==> src/hdl/ngga_pkg.sv <==
// shared types, status codes and constants of the gga fix parser
`timescale 1ns / 1ps

package ngga_pkg;

  // result status codes
  localparam logic [2:0] ST_OK        = 3'd0;
  localparam logic [2:0] ST_BAD_HDR   = 3'd1;
  localparam logic [2:0] ST_NO_FIX    = 3'd2;
  localparam logic [2:0] ST_MEM_NOLCK = 3'd3;
  localparam logic [2:0] ST_TRUNC     = 3'd4;

  // widest scaled-minutes value over the whole parameter range
  localparam int MIN_W_MAX = 24;

  // reciprocal of sixty, exact for dividends below 2^36 / 44
  localparam int             RECIP_SHIFT = 36;
  localparam logic [30:0]    RECIP_60    = 31'd1145324613;
  localparam logic [23:0]    DEG_SCALE   = 24'd10000000;
  localparam logic [29:0]    LAT_MAX     = 30'd900000000;
  localparam logic [30:0]    LON_MAX     = 31'd1800000000;

  typedef struct packed {
    logic [7:0] char_byte;
    logic       last_byte;
  } in_t;

  typedef struct packed {
    logic [2:0]         status;
    logic [29:0]        latitude;
    logic signed [31:0] longitude;
    logic [4:0]         hour;
    logic [5:0]         minute;
    logic [5:0]         second;
    logic               fix_locked_out;
  } out_t;

  // one decided sentence, captured values with the local hour, zero when rejected
  typedef struct packed {
    logic [2:0]           status;
    logic                 locked;
    logic [6:0]           lat_deg;
    logic [MIN_W_MAX-1:0] lat_min;
    logic [9:0]           lon_deg;
    logic [MIN_W_MAX-1:0] lon_min;
    logic [4:0]           hour;
    logic [5:0]           minute;
    logic [5:0]           second;
  } job_t;

  // expected header text, one character per position
  function automatic logic [7:0] hdr_char(input logic [2:0] idx);
    logic [7:0] ch;
    unique case (idx)
      3'd0:    ch = 8'h24;
      3'd1:    ch = 8'h47;
      3'd2:    ch = 8'h50;
      3'd3:    ch = 8'h47;
      3'd4:    ch = 8'h47;
      3'd5:    ch = 8'h41;
      default: ch = 8'h00;
    endcase
    return ch;
  endfunction

endpackage

==> src/hdl/ngga_fifo.sv <==
// small first-in first-out queue with occupancy count
`timescale 1ns / 1ps

module ngga_fifo #(
  parameter int WIDTH = 8,
  parameter int DEPTH = 4
) (
  input  logic                       clk,
  input  logic                       rst_n,
  input  logic                       push,
  input  logic [WIDTH-1:0]           wdata,
  input  logic                       pop,
  output logic [WIDTH-1:0]           rdata,
  output logic                       empty,
  output logic                       full,
  output logic [$clog2(DEPTH+1)-1:0] level
);

  localparam int AW = (DEPTH > 1) ? $clog2(DEPTH) : 1;
  localparam int LW = $clog2(DEPTH + 1);

  logic [WIDTH-1:0] mem_r [DEPTH];
  logic [AW-1:0]    wr_ptr_r, wr_ptr_nxt;
  logic [AW-1:0]    rd_ptr_r, rd_ptr_nxt;
  logic [LW-1:0]    cnt_r, cnt_nxt;
  logic             do_push, do_pop;

  assign empty   = (cnt_r == '0);
  assign full    = (cnt_r == LW'(DEPTH));
  assign level   = cnt_r;
  assign do_push = push && !full;
  assign do_pop  = pop && !empty;
  assign rdata   = mem_r[rd_ptr_r];

  always_comb begin
    wr_ptr_nxt = wr_ptr_r;
    rd_ptr_nxt = rd_ptr_r;
    cnt_nxt    = cnt_r;
    if (do_push) begin
      wr_ptr_nxt = (wr_ptr_r == AW'(DEPTH - 1)) ? '0 : wr_ptr_r + 1'b1;
    end
    if (do_pop) begin
      rd_ptr_nxt = (rd_ptr_r == AW'(DEPTH - 1)) ? '0 : rd_ptr_r + 1'b1;
    end
    if (do_push && !do_pop) begin
      cnt_nxt = cnt_r + 1'b1;
    end else if (do_pop && !do_push) begin
      cnt_nxt = cnt_r - 1'b1;
    end
  end

  always_ff @(posedge clk) begin
    if (!rst_n) begin
      wr_ptr_r <= '0;
      rd_ptr_r <= '0;
      cnt_r    <= '0;
    end else begin
      wr_ptr_r <= wr_ptr_nxt;
      rd_ptr_r <= rd_ptr_nxt;
      cnt_r    <= cnt_nxt;
    end
  end

  always_ff @(posedge clk) begin
    if (do_push) begin
      mem_r[wr_ptr_r] <= wdata;
    end
  end

endmodule

==> src/hdl/ngga_front.sv <==
// character front end: field tracking, digit capture and result decision
`timescale 1ns / 1ps

module ngga_front import ngga_pkg::*; #(
  parameter int MIN_FRAC_DIGITS = 4
) (
  input  logic       clk,
  input  logic       rst_n,
  input  logic       take,
  input  in_t        in_data,
  input  logic [4:0] hour_offset,
  output logic       job_valid,
  output job_t       job
);

  localparam int MW = $clog2(10 ** (MIN_FRAC_DIGITS + 2));
  localparam int VW = MW + 4;
  localparam logic [MW-1:0] MIN_CAP   = MW'(10 ** (MIN_FRAC_DIGITS + 2) - 1);
  localparam logic [MW-1:0] MIN_SCALE = MW'(10 ** MIN_FRAC_DIGITS);

  localparam logic [2:0] FLD_HDR  = 3'd0;
  localparam logic [2:0] FLD_TIME = 3'd1;
  localparam logic [2:0] FLD_LAT  = 3'd2;
  localparam logic [2:0] FLD_LON  = 3'd4;
  localparam logic [2:0] FLD_QUAL = 3'd6;
  localparam logic [2:0] FLD_LAST = 3'd7;

  localparam logic [1:0] QC_EMPTY = 2'd0;
  localparam logic [1:0] QC_ZERO  = 2'd1;
  localparam logic [1:0] QC_SEVEN = 2'd2;
  localparam logic [1:0] QC_OTHER = 2'd3;

  localparam logic [2:0] FRAC_STOP = 3'd7;

  localparam logic [7:0] CH_COMMA = 8'h2C;
  localparam logic [7:0] CH_POINT = 8'h2E;
  localparam logic [7:0] CH_0     = 8'h30;
  localparam logic [7:0] CH_7     = 8'h37;
  localparam logic [7:0] CH_9     = 8'h39;

  localparam logic [6:0] HR_CAP = 7'd23;
  localparam logic [6:0] MI_CAP = 7'd59;
  localparam logic [6:0] SE_CAP = 7'd60;
  localparam logic [4:0] OFF_CAP = 5'd23;

  // bit 3 set when the field end decides a result, bits 2:0 the status
  function automatic logic [3:0] end_eval(input logic [2:0] fld, input logic [4:0] cif,
                                          input logic hok, input logic [1:0] qc,
                                          input logic lk);
    logic [3:0] r;
    r = 4'b0000;
    if (fld == FLD_HDR) begin
      if (!(hok && cif == 5'd6)) r = {1'b1, ST_BAD_HDR};
    end else if (fld == FLD_QUAL) begin
      if (qc == QC_EMPTY || qc == QC_ZERO) r = {1'b1, ST_NO_FIX};
      else if (qc == QC_SEVEN && !lk)     r = {1'b1, ST_MEM_NOLCK};
      else                                 r = {1'b1, ST_OK};
    end
    return r;
  endfunction

  // fraction digit weights, indexed by the digit's place after the point
  logic [MW-1:0] frac_wt [8];
  for (genvar g = 0; g < 8; g++) begin : g_wt
    if (g >= 1 && g <= MIN_FRAC_DIGITS) begin : g_on
      assign frac_wt[g] = MW'(10 ** (MIN_FRAC_DIGITS - g));
    end else begin : g_off
      assign frac_wt[g] = '0;
    end
  end

  logic [2:0]    field_r, field_nxt;
  logic [4:0]    cif_r, cif_nxt;
  logic          done_r, done_nxt;
  logic          hdr_ok_r, hdr_ok_nxt;
  logic [4:0]    tim_hr_r, tim_hr_nxt;
  logic [5:0]    tim_mi_r, tim_mi_nxt;
  logic [5:0]    tim_se_r, tim_se_nxt;
  logic [6:0]    lat_deg_r, lat_deg_nxt;
  logic [MW-1:0] lat_min_r, lat_min_nxt;
  logic [9:0]    lon_deg_r, lon_deg_nxt;
  logic [MW-1:0] lon_min_r, lon_min_nxt;
  logic [2:0]    frac_r, frac_nxt;
  logic          seen_r, seen_nxt;
  logic [1:0]    qual_r, qual_nxt;
  logic          locked_r, locked_nxt;

  logic [7:0]    ch;
  logic          last, dig, is_comma;
  logic [3:0]    dval;
  logic [4:0]    pos, cif_inc;

  // time pair capture
  logic [6:0]    t_old, t_cap, t_mul, t_new;
  logic          t_seen;

  // coordinate capture
  logic          is_lon;
  logic [4:0]    ndeg;
  logic [9:0]    deg_old, deg_new;
  logic [MW-1:0] min_old, min_new;
  logic [VW-1:0] mins_sum;
  logic          c_seen;
  logic [2:0]    c_frac;

  logic [3:0]    res1, res2;
  logic          res_has, clr;
  logic [2:0]    res_status;

  logic [4:0]    off;
  logic [5:0]    hr_loc;
  logic          ok;

  assign ch       = in_data.char_byte;
  assign last     = in_data.last_byte;
  assign dig      = (ch >= CH_0) && (ch <= CH_9);
  assign dval     = ch[3:0];
  assign is_comma = (ch == CH_COMMA);
  assign pos      = cif_r;
  assign cif_inc  = (cif_r == 5'd31) ? cif_r : cif_r + 1'b1;

  always_comb begin
    unique case (pos[2:1])
      2'd0: begin
        t_old = 7'(tim_hr_r);
        t_cap = HR_CAP;
      end
      2'd1: begin
        t_old = 7'(tim_mi_r);
        t_cap = MI_CAP;
      end
      default: begin
        t_old = 7'(tim_se_r);
        t_cap = SE_CAP;
      end
    endcase
    t_mul  = (t_old << 3) + (t_old << 1) + 7'(dval);
    t_new  = t_old;
    t_seen = seen_r;
    if (!pos[0]) begin
      t_new  = dig ? 7'(dval) : '0;
      t_seen = !dig;
    end else if (!seen_r && dig) begin
      t_new = (t_mul > t_cap) ? t_cap : t_mul;
    end
  end

  always_comb begin
    is_lon   = (field_r == FLD_LON);
    ndeg     = is_lon ? 5'd3 : 5'd2;
    deg_old  = is_lon ? lon_deg_r : 10'(lat_deg_r);
    min_old  = is_lon ? lon_min_r : lat_min_r;
    deg_new  = deg_old;
    min_new  = min_old;
    c_seen   = seen_r;
    c_frac   = frac_r;
    mins_sum = VW'(min_old);
    if (pos < ndeg) begin
      if (!seen_r && dig) deg_new = (deg_old << 3) + (deg_old << 1) + 10'(dval);
      else                c_seen  = 1'b1;
    end else begin
      if (pos == ndeg) begin
        c_seen = 1'b0;
        c_frac = '0;
      end
      if (c_frac != FRAC_STOP) begin
        if (dig) begin
          if (!c_seen) begin
            mins_sum = (VW'(min_old) << 3) + (VW'(min_old) << 1)
                     + VW'(dval) * VW'(MIN_SCALE);
          end else if (c_frac < 3'(MIN_FRAC_DIGITS)) begin
            c_frac   = c_frac + 1'b1;
            mins_sum = VW'(min_old) + VW'(dval) * VW'(frac_wt[c_frac]);
          end
          min_new = (mins_sum > VW'(MIN_CAP)) ? MIN_CAP : mins_sum[MW-1:0];
        end else if (ch == CH_POINT && !c_seen) begin
          c_seen = 1'b1;
        end else begin
          c_frac = FRAC_STOP;
        end
      end
    end
  end

  always_comb begin
    field_nxt   = field_r;
    cif_nxt     = cif_r;
    done_nxt    = done_r;
    hdr_ok_nxt  = hdr_ok_r;
    tim_hr_nxt  = tim_hr_r;
    tim_mi_nxt  = tim_mi_r;
    tim_se_nxt  = tim_se_r;
    lat_deg_nxt = lat_deg_r;
    lat_min_nxt = lat_min_r;
    lon_deg_nxt = lon_deg_r;
    lon_min_nxt = lon_min_r;
    frac_nxt    = frac_r;
    seen_nxt    = seen_r;
    qual_nxt    = qual_r;
    locked_nxt  = locked_r;
    res1        = '0;
    res2        = '0;
    res_has     = 1'b0;
    res_status  = ST_OK;
    clr         = 1'b0;
    if (take) begin
      if (done_r) begin
        clr = last;
      end else begin
        if (is_comma) begin
          res1 = end_eval(field_r, cif_r, hdr_ok_r, qual_r, locked_r);
          if (!res1[3]) begin
            field_nxt = (field_r == FLD_LAST) ? field_r : field_r + 1'b1;
            cif_nxt   = '0;
            seen_nxt  = 1'b0;
            frac_nxt  = '0;
          end
        end else begin
          unique case (field_r)
            FLD_HDR: begin
              if (pos >= 5'd6 || ch != hdr_char(pos[2:0])) hdr_ok_nxt = 1'b0;
            end
            FLD_TIME: begin
              if (pos <= 5'd5) begin
                seen_nxt = t_seen;
                unique case (pos[2:1])
                  2'd0:    tim_hr_nxt = t_new[4:0];
                  2'd1:    tim_mi_nxt = t_new[5:0];
                  default: tim_se_nxt = t_new[5:0];
                endcase
              end
            end
            FLD_LAT, FLD_LON: begin
              seen_nxt = c_seen;
              frac_nxt = c_frac;
              if (is_lon) begin
                lon_deg_nxt = deg_new;
                lon_min_nxt = min_new;
              end else begin
                lat_deg_nxt = deg_new[6:0];
                lat_min_nxt = min_new;
              end
            end
            FLD_QUAL: begin
              if (pos == '0) begin
                qual_nxt = (ch == CH_0) ? QC_ZERO : ((ch == CH_7) ? QC_SEVEN : QC_OTHER);
              end else begin
                qual_nxt = QC_OTHER;
              end
            end
            default: ;
          endcase
          cif_nxt = cif_inc;
        end
        // final beat closes whatever field is open
        if (!res1[3] && last) begin
          res2 = end_eval(field_nxt, cif_nxt, hdr_ok_nxt, qual_nxt, locked_r);
        end
        priority if (res1[3]) begin
          res_has    = 1'b1;
          res_status = res1[2:0];
        end else if (res2[3]) begin
          res_has    = 1'b1;
          res_status = res2[2:0];
        end else if (last) begin
          res_has    = 1'b1;
          res_status = ST_TRUNC;
        end
        if (res_has && res_status == ST_OK) locked_nxt = 1'b1;
        if (last)         clr      = 1'b1;
        else if (res_has) done_nxt = 1'b1;
      end
    end
    if (clr) begin
      field_nxt   = '0;
      cif_nxt     = '0;
      done_nxt    = 1'b0;
      hdr_ok_nxt  = 1'b1;
      tim_hr_nxt  = '0;
      tim_mi_nxt  = '0;
      tim_se_nxt  = '0;
      lat_deg_nxt = '0;
      lat_min_nxt = '0;
      lon_deg_nxt = '0;
      lon_min_nxt = '0;
      frac_nxt    = '0;
      seen_nxt    = 1'b0;
      qual_nxt    = QC_EMPTY;
    end
  end

  // local hour, offset above 23 acts as 23
  assign off    = (hour_offset > OFF_CAP) ? OFF_CAP : hour_offset;
  assign hr_loc = (tim_hr_r >= off) ? 6'(tim_hr_r - off) : 6'(tim_hr_r) + 6'd24 - 6'(off);
  assign ok     = (res_status == ST_OK);

  assign job_valid   = take && !done_r && res_has;
  assign job.status  = res_status;
  assign job.locked  = locked_nxt;
  assign job.lat_deg = ok ? lat_deg_r : '0;
  assign job.lat_min = ok ? MIN_W_MAX'(lat_min_r) : '0;
  assign job.lon_deg = ok ? lon_deg_r : '0;
  assign job.lon_min = ok ? MIN_W_MAX'(lon_min_r) : '0;
  assign job.hour    = ok ? hr_loc[4:0] : '0;
  assign job.minute  = ok ? tim_mi_r : '0;
  assign job.second  = ok ? tim_se_r : '0;

  always_ff @(posedge clk) begin
    if (!rst_n) begin
      field_r   <= '0;
      cif_r     <= '0;
      done_r    <= 1'b0;
      hdr_ok_r  <= 1'b1;
      tim_hr_r  <= '0;
      tim_mi_r  <= '0;
      tim_se_r  <= '0;
      lat_deg_r <= '0;
      lat_min_r <= '0;
      lon_deg_r <= '0;
      lon_min_r <= '0;
      frac_r    <= '0;
      seen_r    <= 1'b0;
      qual_r    <= QC_EMPTY;
      locked_r  <= 1'b0;
    end else begin
      field_r   <= field_nxt;
      cif_r     <= cif_nxt;
      done_r    <= done_nxt;
      hdr_ok_r  <= hdr_ok_nxt;
      tim_hr_r  <= tim_hr_nxt;
      tim_mi_r  <= tim_mi_nxt;
      tim_se_r  <= tim_se_nxt;
      lat_deg_r <= lat_deg_nxt;
      lat_min_r <= lat_min_nxt;
      lon_deg_r <= lon_deg_nxt;
      lon_min_r <= lon_min_nxt;
      frac_r    <= frac_nxt;
      seen_r    <= seen_nxt;
      qual_r    <= qual_nxt;
      locked_r  <= locked_nxt;
    end
  end

endmodule

==> src/hdl/ngga_back.sv <==
// conversion back end: three-stage pipeline from raw capture to 1e-7 degree units
`timescale 1ns / 1ps

module ngga_back import ngga_pkg::*; #(
  parameter int MIN_FRAC_DIGITS = 4,
  parameter int OUT_DEPTH       = 8
) (
  input  logic                           clk,
  input  logic                           rst_n,
  input  logic                           job_avail,
  input  job_t                           job,
  output logic                           job_take,
  input  logic [$clog2(OUT_DEPTH+1)-1:0] out_level,
  output logic                           res_valid,
  output out_t                           res
);

  localparam int MW = $clog2(10 ** (MIN_FRAC_DIGITS + 2));
  localparam int LW = $clog2(OUT_DEPTH + 1);
  localparam int XW = 30;
  localparam int PW = XW + 31;
  localparam int KV = 10 ** (7 - MIN_FRAC_DIGITS);
  localparam int KW = $clog2(KV + 1);
  localparam logic [KW-1:0] KC = KW'(KV);

  typedef struct packed {
    logic [2:0] status;
    logic       locked;
    logic [4:0] hour;
    logic [5:0] minute;
    logic [5:0] second;
  } meta_t;

  logic          v1_r, v2_r, v3_r;
  meta_t         m1_r, m2_r;
  logic [XW-1:0] a_lat_r, a_lon_r;
  logic [29:0]   c_lat1_r, c_lat2_r;
  logic [33:0]   c_lon1_r, c_lon2_r;
  logic [23:0]   q_lat_r, q_lon_r;
  out_t          res_r;

  logic [LW:0]   used;
  logic [MW-1:0] lat_min, lon_min;
  logic [PW-1:0] p_lat, p_lon;
  logic [30:0]   s_lat;
  logic [34:0]   s_lon;
  logic [30:0]   lon_mag;
  meta_t         m0;

  // results in flight plus results queued never exceed the result queue
  assign used     = (LW + 1)'(out_level) + (LW + 1)'(v1_r) + (LW + 1)'(v2_r)
                  + (LW + 1)'(v3_r);
  assign job_take = job_avail && (used < (LW + 1)'(OUT_DEPTH));

  assign lat_min = job.lat_min[MW-1:0];
  assign lon_min = job.lon_min[MW-1:0];
  assign m0      = '{status: job.status, locked: job.locked, hour: job.hour,
                     minute: job.minute, second: job.second};

  assign p_lat   = PW'(a_lat_r) * PW'(RECIP_60);
  assign p_lon   = PW'(a_lon_r) * PW'(RECIP_60);

  assign s_lat   = 31'(c_lat2_r) + 31'(q_lat_r);
  assign s_lon   = 35'(c_lon2_r) + 35'(q_lon_r);
  assign lon_mag = (s_lon > 35'(LON_MAX)) ? LON_MAX : s_lon[30:0];

  always_ff @(posedge clk) begin
    if (!rst_n) begin
      v1_r <= 1'b0;
      v2_r <= 1'b0;
      v3_r <= 1'b0;
    end else begin
      v1_r <= job_take;
      v2_r <= v1_r;
      v3_r <= v2_r;
    end
  end

  always_ff @(posedge clk) begin
    // stage 1: scale fractional minutes, degrees to units
    m1_r     <= m0;
    a_lat_r  <= XW'(lat_min) * XW'(KC);
    a_lon_r  <= XW'(lon_min) * XW'(KC);
    c_lat1_r <= 30'(job.lat_deg) * 30'(DEG_SCALE);
    c_lon1_r <= 34'(job.lon_deg) * 34'(DEG_SCALE);
    // stage 2: divide by sixty through the reciprocal
    m2_r     <= m1_r;
    q_lat_r  <= p_lat[RECIP_SHIFT+23:RECIP_SHIFT];
    q_lon_r  <= p_lon[RECIP_SHIFT+23:RECIP_SHIFT];
    c_lat2_r <= c_lat1_r;
    c_lon2_r <= c_lon1_r;
    // stage 3: sum, saturate, negate longitude
    res_r.status         <= m2_r.status;
    res_r.latitude       <= (s_lat > 31'(LAT_MAX)) ? LAT_MAX : s_lat[29:0];
    res_r.longitude      <= 32'sd0 - signed'(32'(lon_mag));
    res_r.hour           <= m2_r.hour;
    res_r.minute         <= m2_r.minute;
    res_r.second         <= m2_r.second;
    res_r.fix_locked_out <= m2_r.locked;
  end

  assign res_valid = v3_r;
  assign res       = res_r;

endmodule

==> src/hdl/nmea_gga_fix_parser_unit.sv <==
// top level of the gga fix parser: front end, job queue, back end, result queue
`timescale 1ns / 1ps

// channel   direction  handshake            payload
// --------  ---------  -------------------  ----------------------------------
// input     in         push / full          in_data  (char_byte, last_byte)
// result    out        empty / pop          out_data (status .. fix_locked_out)
// config    in         cfg_valid/cfg_ready  cfg_data (hour_offset, 5 bits)
//
// one character beat is taken every cycle while full is low; a sentence gives
// at most one result, which reaches out_data through the job queue, the three
// conversion stages and the result queue
// reset is synchronous and clears all control state at once, no clearing pass
// full rises only when the job queue is full; the back end stops taking jobs
// while the pipeline and the result queue together hold OUT_DEPTH results

module nmea_gga_fix_parser_unit import ngga_pkg::*; #(
  parameter int MIN_FRAC_DIGITS = 4,
  parameter int JOB_DEPTH       = 2,
  parameter int OUT_DEPTH       = 8
) (
  input  logic       clk,
  input  logic       rst_n,
  // character beats
  input  logic       push,
  output logic       full,
  input  in_t        in_data,
  // result beats
  output logic       empty,
  input  logic       pop,
  output out_t       out_data,
  // hour offset register
  input  logic       cfg_valid,
  output logic       cfg_ready,
  input  logic [4:0] cfg_data
);

  localparam int JW = $bits(job_t);
  localparam int OW = $bits(out_t);
  localparam int LW = $clog2(OUT_DEPTH + 1);

  logic [4:0]    hour_offset_r, hour_offset_nxt;

  logic          take;
  logic          job_push;
  job_t          job_in, job_out;
  logic [JW-1:0] job_out_bits;
  logic          job_empty, job_full, job_take;

  logic          res_valid;
  out_t          res;
  logic [OW-1:0] out_bits;
  logic [LW-1:0] out_level;
  logic          out_full;

  // the register is always ready; the user must write it only while the block is idle, the block does not enforce it
  assign cfg_ready       = 1'b1;
  assign hour_offset_nxt = (cfg_valid && cfg_ready) ? cfg_data : hour_offset_r;

  always_ff @(posedge clk) begin
    if (!rst_n) begin
      hour_offset_r <= 5'd5;
    end else begin
      hour_offset_r <= hour_offset_nxt;
    end
  end

  // a beat is taken whenever the job queue has room for what it may decide
  assign full = job_full;
  assign take = push && !job_full;

  ngga_front #(
    .MIN_FRAC_DIGITS(MIN_FRAC_DIGITS)
  ) u_front (
    .clk        (clk),
    .rst_n      (rst_n),
    .take       (take),
    .in_data    (in_data),
    .hour_offset(hour_offset_r),
    .job_valid  (job_push),
    .job        (job_in)
  );

  // decouples the character side from the conversion pipeline
  ngga_fifo #(
    .WIDTH(JW),
    .DEPTH(JOB_DEPTH)
  ) u_job_q (
    .clk  (clk),
    .rst_n(rst_n),
    .push (job_push),
    .wdata(job_in),
    .pop  (job_take),
    .rdata(job_out_bits),
    .empty(job_empty),
    .full (job_full),
    .level()
  );

  assign job_out = job_t'(job_out_bits);

  ngga_back #(
    .MIN_FRAC_DIGITS(MIN_FRAC_DIGITS),
    .OUT_DEPTH      (OUT_DEPTH)
  ) u_back (
    .clk      (clk),
    .rst_n    (rst_n),
    .job_avail(!job_empty),
    .job      (job_out),
    .job_take (job_take),
    .out_level(out_level),
    .res_valid(res_valid),
    .res      (res)
  );

  // results wait here until popped
  ngga_fifo #(
    .WIDTH(OW),
    .DEPTH(OUT_DEPTH)
  ) u_out_q (
    .clk  (clk),
    .rst_n(rst_n),
    .push (res_valid),
    .wdata(res),
    .pop  (pop),
    .rdata(out_bits),
    .empty(empty),
    .full (out_full),
    .level(out_level)
  );

  assign out_data = out_t'(out_bits);

  // credit scheme must keep the pipeline from ever meeting a full result queue
  a_no_out_overflow: assert property (@(posedge clk) disable iff (!rst_n)
    res_valid |-> !out_full)
    else $error("result written into a full result queue");

  // reset leaves no result pending
  a_reset_empty: assert property (@(posedge clk)
    !rst_n |=> empty)
    else $error("result queue not empty after reset");

  // an accepted fix always leaves the lock set
  a_ok_locked: assert property (@(posedge clk) disable iff (!rst_n)
    (!empty && out_data.status == ST_OK) |-> out_data.fix_locked_out)
    else $error("accepted fix without lock");

  // rejected sentences carry zero position
  a_reject_zero: assert property (@(posedge clk) disable iff (!rst_n)
    (!empty && out_data.status != ST_OK) |->
      (out_data.latitude == '0 && out_data.longitude == '0))
    else $error("rejected sentence with non-zero position");

endmodule

==> config.mk <==
export PLATFORM = sky130hd
export DESIGN_NAME = nmea_gga_fix_parser_unit
export DESIGN_NICKNAME = d
export VERILOG_FILES = /design/src/hdl/ngga_pkg.sv /design/src/hdl/ngga_fifo.sv /design/src/hdl/ngga_front.sv /design/src/hdl/ngga_back.sv /design/src/hdl/nmea_gga_fix_parser_unit.sv
export SDC_FILE = /design/constraint.sdc
export NUM_CORES = 2
export LEC_CHECK = 0
export ABC_AREA = 1
export BUFFER_PORTS_ARGS = -buffer_cell sky130_fd_sc_hd__buf_4
export CELL_PAD_IN_SITES_DETAIL_PLACEMENT = 0
export CELL_PAD_IN_SITES_GLOBAL_PLACEMENT = 1
export CORE_AREA = 2 2 418 420
export DETAILED_ROUTE_END_ITERATION = 7
export DIE_AREA = 0 0 420 422
export GPL_TIMING_DRIVEN = 0
export PLACE_DENSITY_LB_ADDON = 0.1
export SETUP_SLACK_MARGIN = 0.02
export SYNTH_ARGS = -nofsm -noshare
export SYNTH_HDL_FRONTEND = slang
export SYNTH_SLANG_ARGS = --single-unit
==> constraint.sdc <==
create_clock -name clk -period 6.5 [get_ports clk]
set_input_delay 1.3 -clock clk [delete_from_list [all_inputs] [get_ports clk]]
set_output_delay 1.3 -clock clk [all_outputs]
set_load 0.02 [all_outputs]
==> results_dict.tcl <==
set metrics [dict create \
    status "finished, final reports clean" \
    period_minus_slack_ps 6360 \
    worst_slack_ps 143 \
    synthDistinctLibCells 67 \
    clockBufferDepth 3 \
    clock_skew_ps 56.7 \
    wirelength_um 207000 \
    crit_fanout 10 \
    hold_viol_final 0 \
    overflow 0 \
    avgSynthCellArea_um2 9.67 \
    synth_top_area_cell "edfxtp_1" \
    synthTopCellsByArea "edfxtp_1, ha_1, fa_1" \
    busiest_layer "met2" \
    dieWidth_um 420 \
    viasPerCell 5.13 \
    final_net_count 9770 \
    clk_latency_ps 780 \
    grt_max_degree 30 \
    core_area_um2 173000 \
    area_delta_synth_final_pct 12.2 \
    crit_path_start_kind "register" \
    fp-row-count 153 \
    grt_first_pass_wirelength_um 318000 \
    ys_seq_area_frac 0.424 \
    regArea_um2 33500 \
    dp_hpwl_um 164000 \
    max_freq_mhz 157 \
    fp.dieH_um 422 \
    wl_per_cell_um 19.0 \
    portBuffers 102 \
    grt.total_usage 0.232 \
    synth-edff-count 820 \
    ys_seq_elements 1264 \
    maxSlewViolCount 0 \
    crit_required_ps 5200 \
    grt_pass1_vias 55700 \
    yosys_most_used_dff "edfxtp_1" \
    finalSetupViolations 0 \
    ys_async_sr_fraction 0 \
    antenna_left 0 \
    rr_worst_depth 35 \
    cts_tree "done" \
    path_clk_slew_ps 60 \
    synth_nets 9486 \
    end_kind "primary output" \
    syn_area_um2 79000 \
    io_pins 105 \
    antenna_found_initial 8 \
    multi_input_comb_area_um2 40600 \
    use_met2 0.390 \
    clock_sinks 1264 \
    htreeDepth 4 \
    max_cap_violations 0 \
    dp_slack_ps -1680 \
    tightest_slew_ps 1300 \
    hold_depth 0 \
    arrival_ps 5060 \
    nFillCells 15900 \
    drt_iter0_drc 3524 \
    yosysTopAreaCellShare 0.312 \
    cts_buffers 137 \
    r2r-start "u_front.cif_r[0]" \
    vias 55900 \
    yosysWarnings 0 \
    crit_path_end "out_data[68]" \
    hold_class "register to register" \
    cts_root_buffer "clkbuf_16" \
    relSlewSlack 0.121 \
    place_congestion 0.888 \
    design.die.area_um2 177000 \
    grtUsageMet3 0.0253 \
    min_period_over_period 0.978 \
    first_pass_iters 6 \
    criticalPathCategory "register to primary output" \
    rrSetupSlack_ps 290 \
    grtUsageMet1 0.312 \
    drc 0 \
    cts_hold_buf 0 \
    synthCells 8170 \
    start_util 0.457 \
    reg2reg_to "u_front.lon_min_r[1]" \
    drive_gt1_frac 0.0711 \
]
==> cell usage in the layout (no fill, tap or decap), types with 70 or more instances in the layout <==
| master | n |
|---|---|
| inv_1 | 1207 |
| nor2_1 | 1068 |
| nand2_1 | 942 |
| ha_1 | 831 |
| edfxtp_1 | 820 |
| o21ai_0 | 635 |
| fa_1 | 456 |
| dfxtp_1 | 441 |
| a21oi_1 | 430 |
| nand3_1 | 220 |
| clkbuf_1 | 192 |
| clkbuf_16 | 140 |
| xor2_1 | 133 |
| buf_4 | 127 |
| a31oi_1 | 125 |
| o22ai_1 | 91 |
| xnor2_1 | 70 |
==> state kept, by name, summed over array words and instances, names as in the netlist, 21 cells and up, named ones only <==
signal           flops
u_job_q.mem_r      156
u_back.c_lat1_r     23
u_back.res          83
u_back.c_lon2_r     27
u_back.q_lon_r      24
u_back.a_lon_r      27
u_back.c_lat2_r     23
u_back.q_lat_r      24
u_back.m2_r         21
u_back.c_lon1_r     27
u_back.m1_r         21
u_out_q.mem_r      664
u_back.a_lat_r      27
==> how the worst min path moves through the flow <==
stage	startpoint	end
after floorplan	u_back.c_lat1_r[10]	u_back.c_lat2_r[10]
after global placement	u_back.c_lon1_r[19]	u_back.c_lon2_r[19]
after detailed placement	u_back.c_lat1_r[28]	u_back.c_lat2_r[28]
after CTS	u_back.c_lat1_r[8]	u_back.c_lat2_r[8]
after global routing	u_back.c_lat1_r[8]	u_back.c_lat2_r[8]
final	u_back.c_lat1_r[8]	u_back.c_lat2_r[8]
==> synthesized netlist by cell type, types with 59 or more instances <==
cell type,n
o21ai_0,650
fa_1,456
mux2_2,59
ha_1,841
nand2_1,962
a31oi_1,125
o22ai_1,91
clkbuf_1,167
xor2_1,134
dfxtp_1,444
nor2_1,1090
nand3_1,232
a21oi_1,441
xnor2_1,70
edfxtp_1,820
inv_1,1221
==> metrics by stage <==
step | TNS [ps] | hold slack [ps] | instances | util | area (um2)
3_3_place_gp | -1740270 | 312 | 10600 | 0.478 | 82700
3_5_place_dp | -99420 | 312 | 10600 | 0.483 | 83400
2_1_floorplan | 0 | 310 | 8170 | - | 79000
4_1_cts | 0 | 283 | 10900 | 0.511 | 88300
5_1_grt | -13.0 | 290 | 10900 | 0.513 | 88600
6_report | 0 | 284 | 10900 | 0.513 | 88600
==> timing repair <==
| item | in CTS | in global routing |
|---|---|---|
| gates resized for setup | 87 | 86 |
| gates cloned | 3 | 0 |
| setup buffers | 9 | 7 |
| pin swaps | 13 | 35 |
| setup endpoints to repair | 173 | 49 |
==> area by class of cell <==
type	instances	share of cell area
Sequential cell	1264	0.378
Clock inverter	57	0.00716
Tap cell	2325	0.0328
Clock buffer	196	0.0438
Buffer	200	0.00997
Inverter	1233	0.0524
Timing Repair Buffer	151	0.0178
Antenna cell	1	0.0000282
Multi-Input combinational cell	5467	0.458
==> routing by layer <==
metal | up-vias | part of all wire
met1 | 26700 | 0.46
met4 | 0 | 0.034
met2 | 1068 | 0.47
met5 | - | 0
li1 | 27800 | -
met3 | 295 | 0.037
==> critical path, cell delays in order (launching register included) <==
cell	delay (ps)
dfxtp_1	910
clkbuf_1	750
clkbuf_1	830
clkbuf_1	610
nor2_1	100
nor2_1	100
o21ai_0	90
a31oi_1	580
buf_4	260
==> kinds of logic (layout without fill, tap and decap cells) <==
group,count (synthesis),after routing,share of synthesized area
adder cells (fa/ha/maj),1297,1297,0.249
multiplexers,60,60,0.00854
flip-flops,1264,1264,0.424
AND/OR/NAND/NOR,2445,2445,0.125
XOR/XNOR,205,205,0.0228
buffers and inverters,1439,1837,0.0694
other,1,2,0.0000475
AO/OA/AOI/OAI,1459,1459,0.101
Power is left out: the tool's default activity adds up to more than one toggle a clock period on the data nets, which glitch-free logic cannot reach.
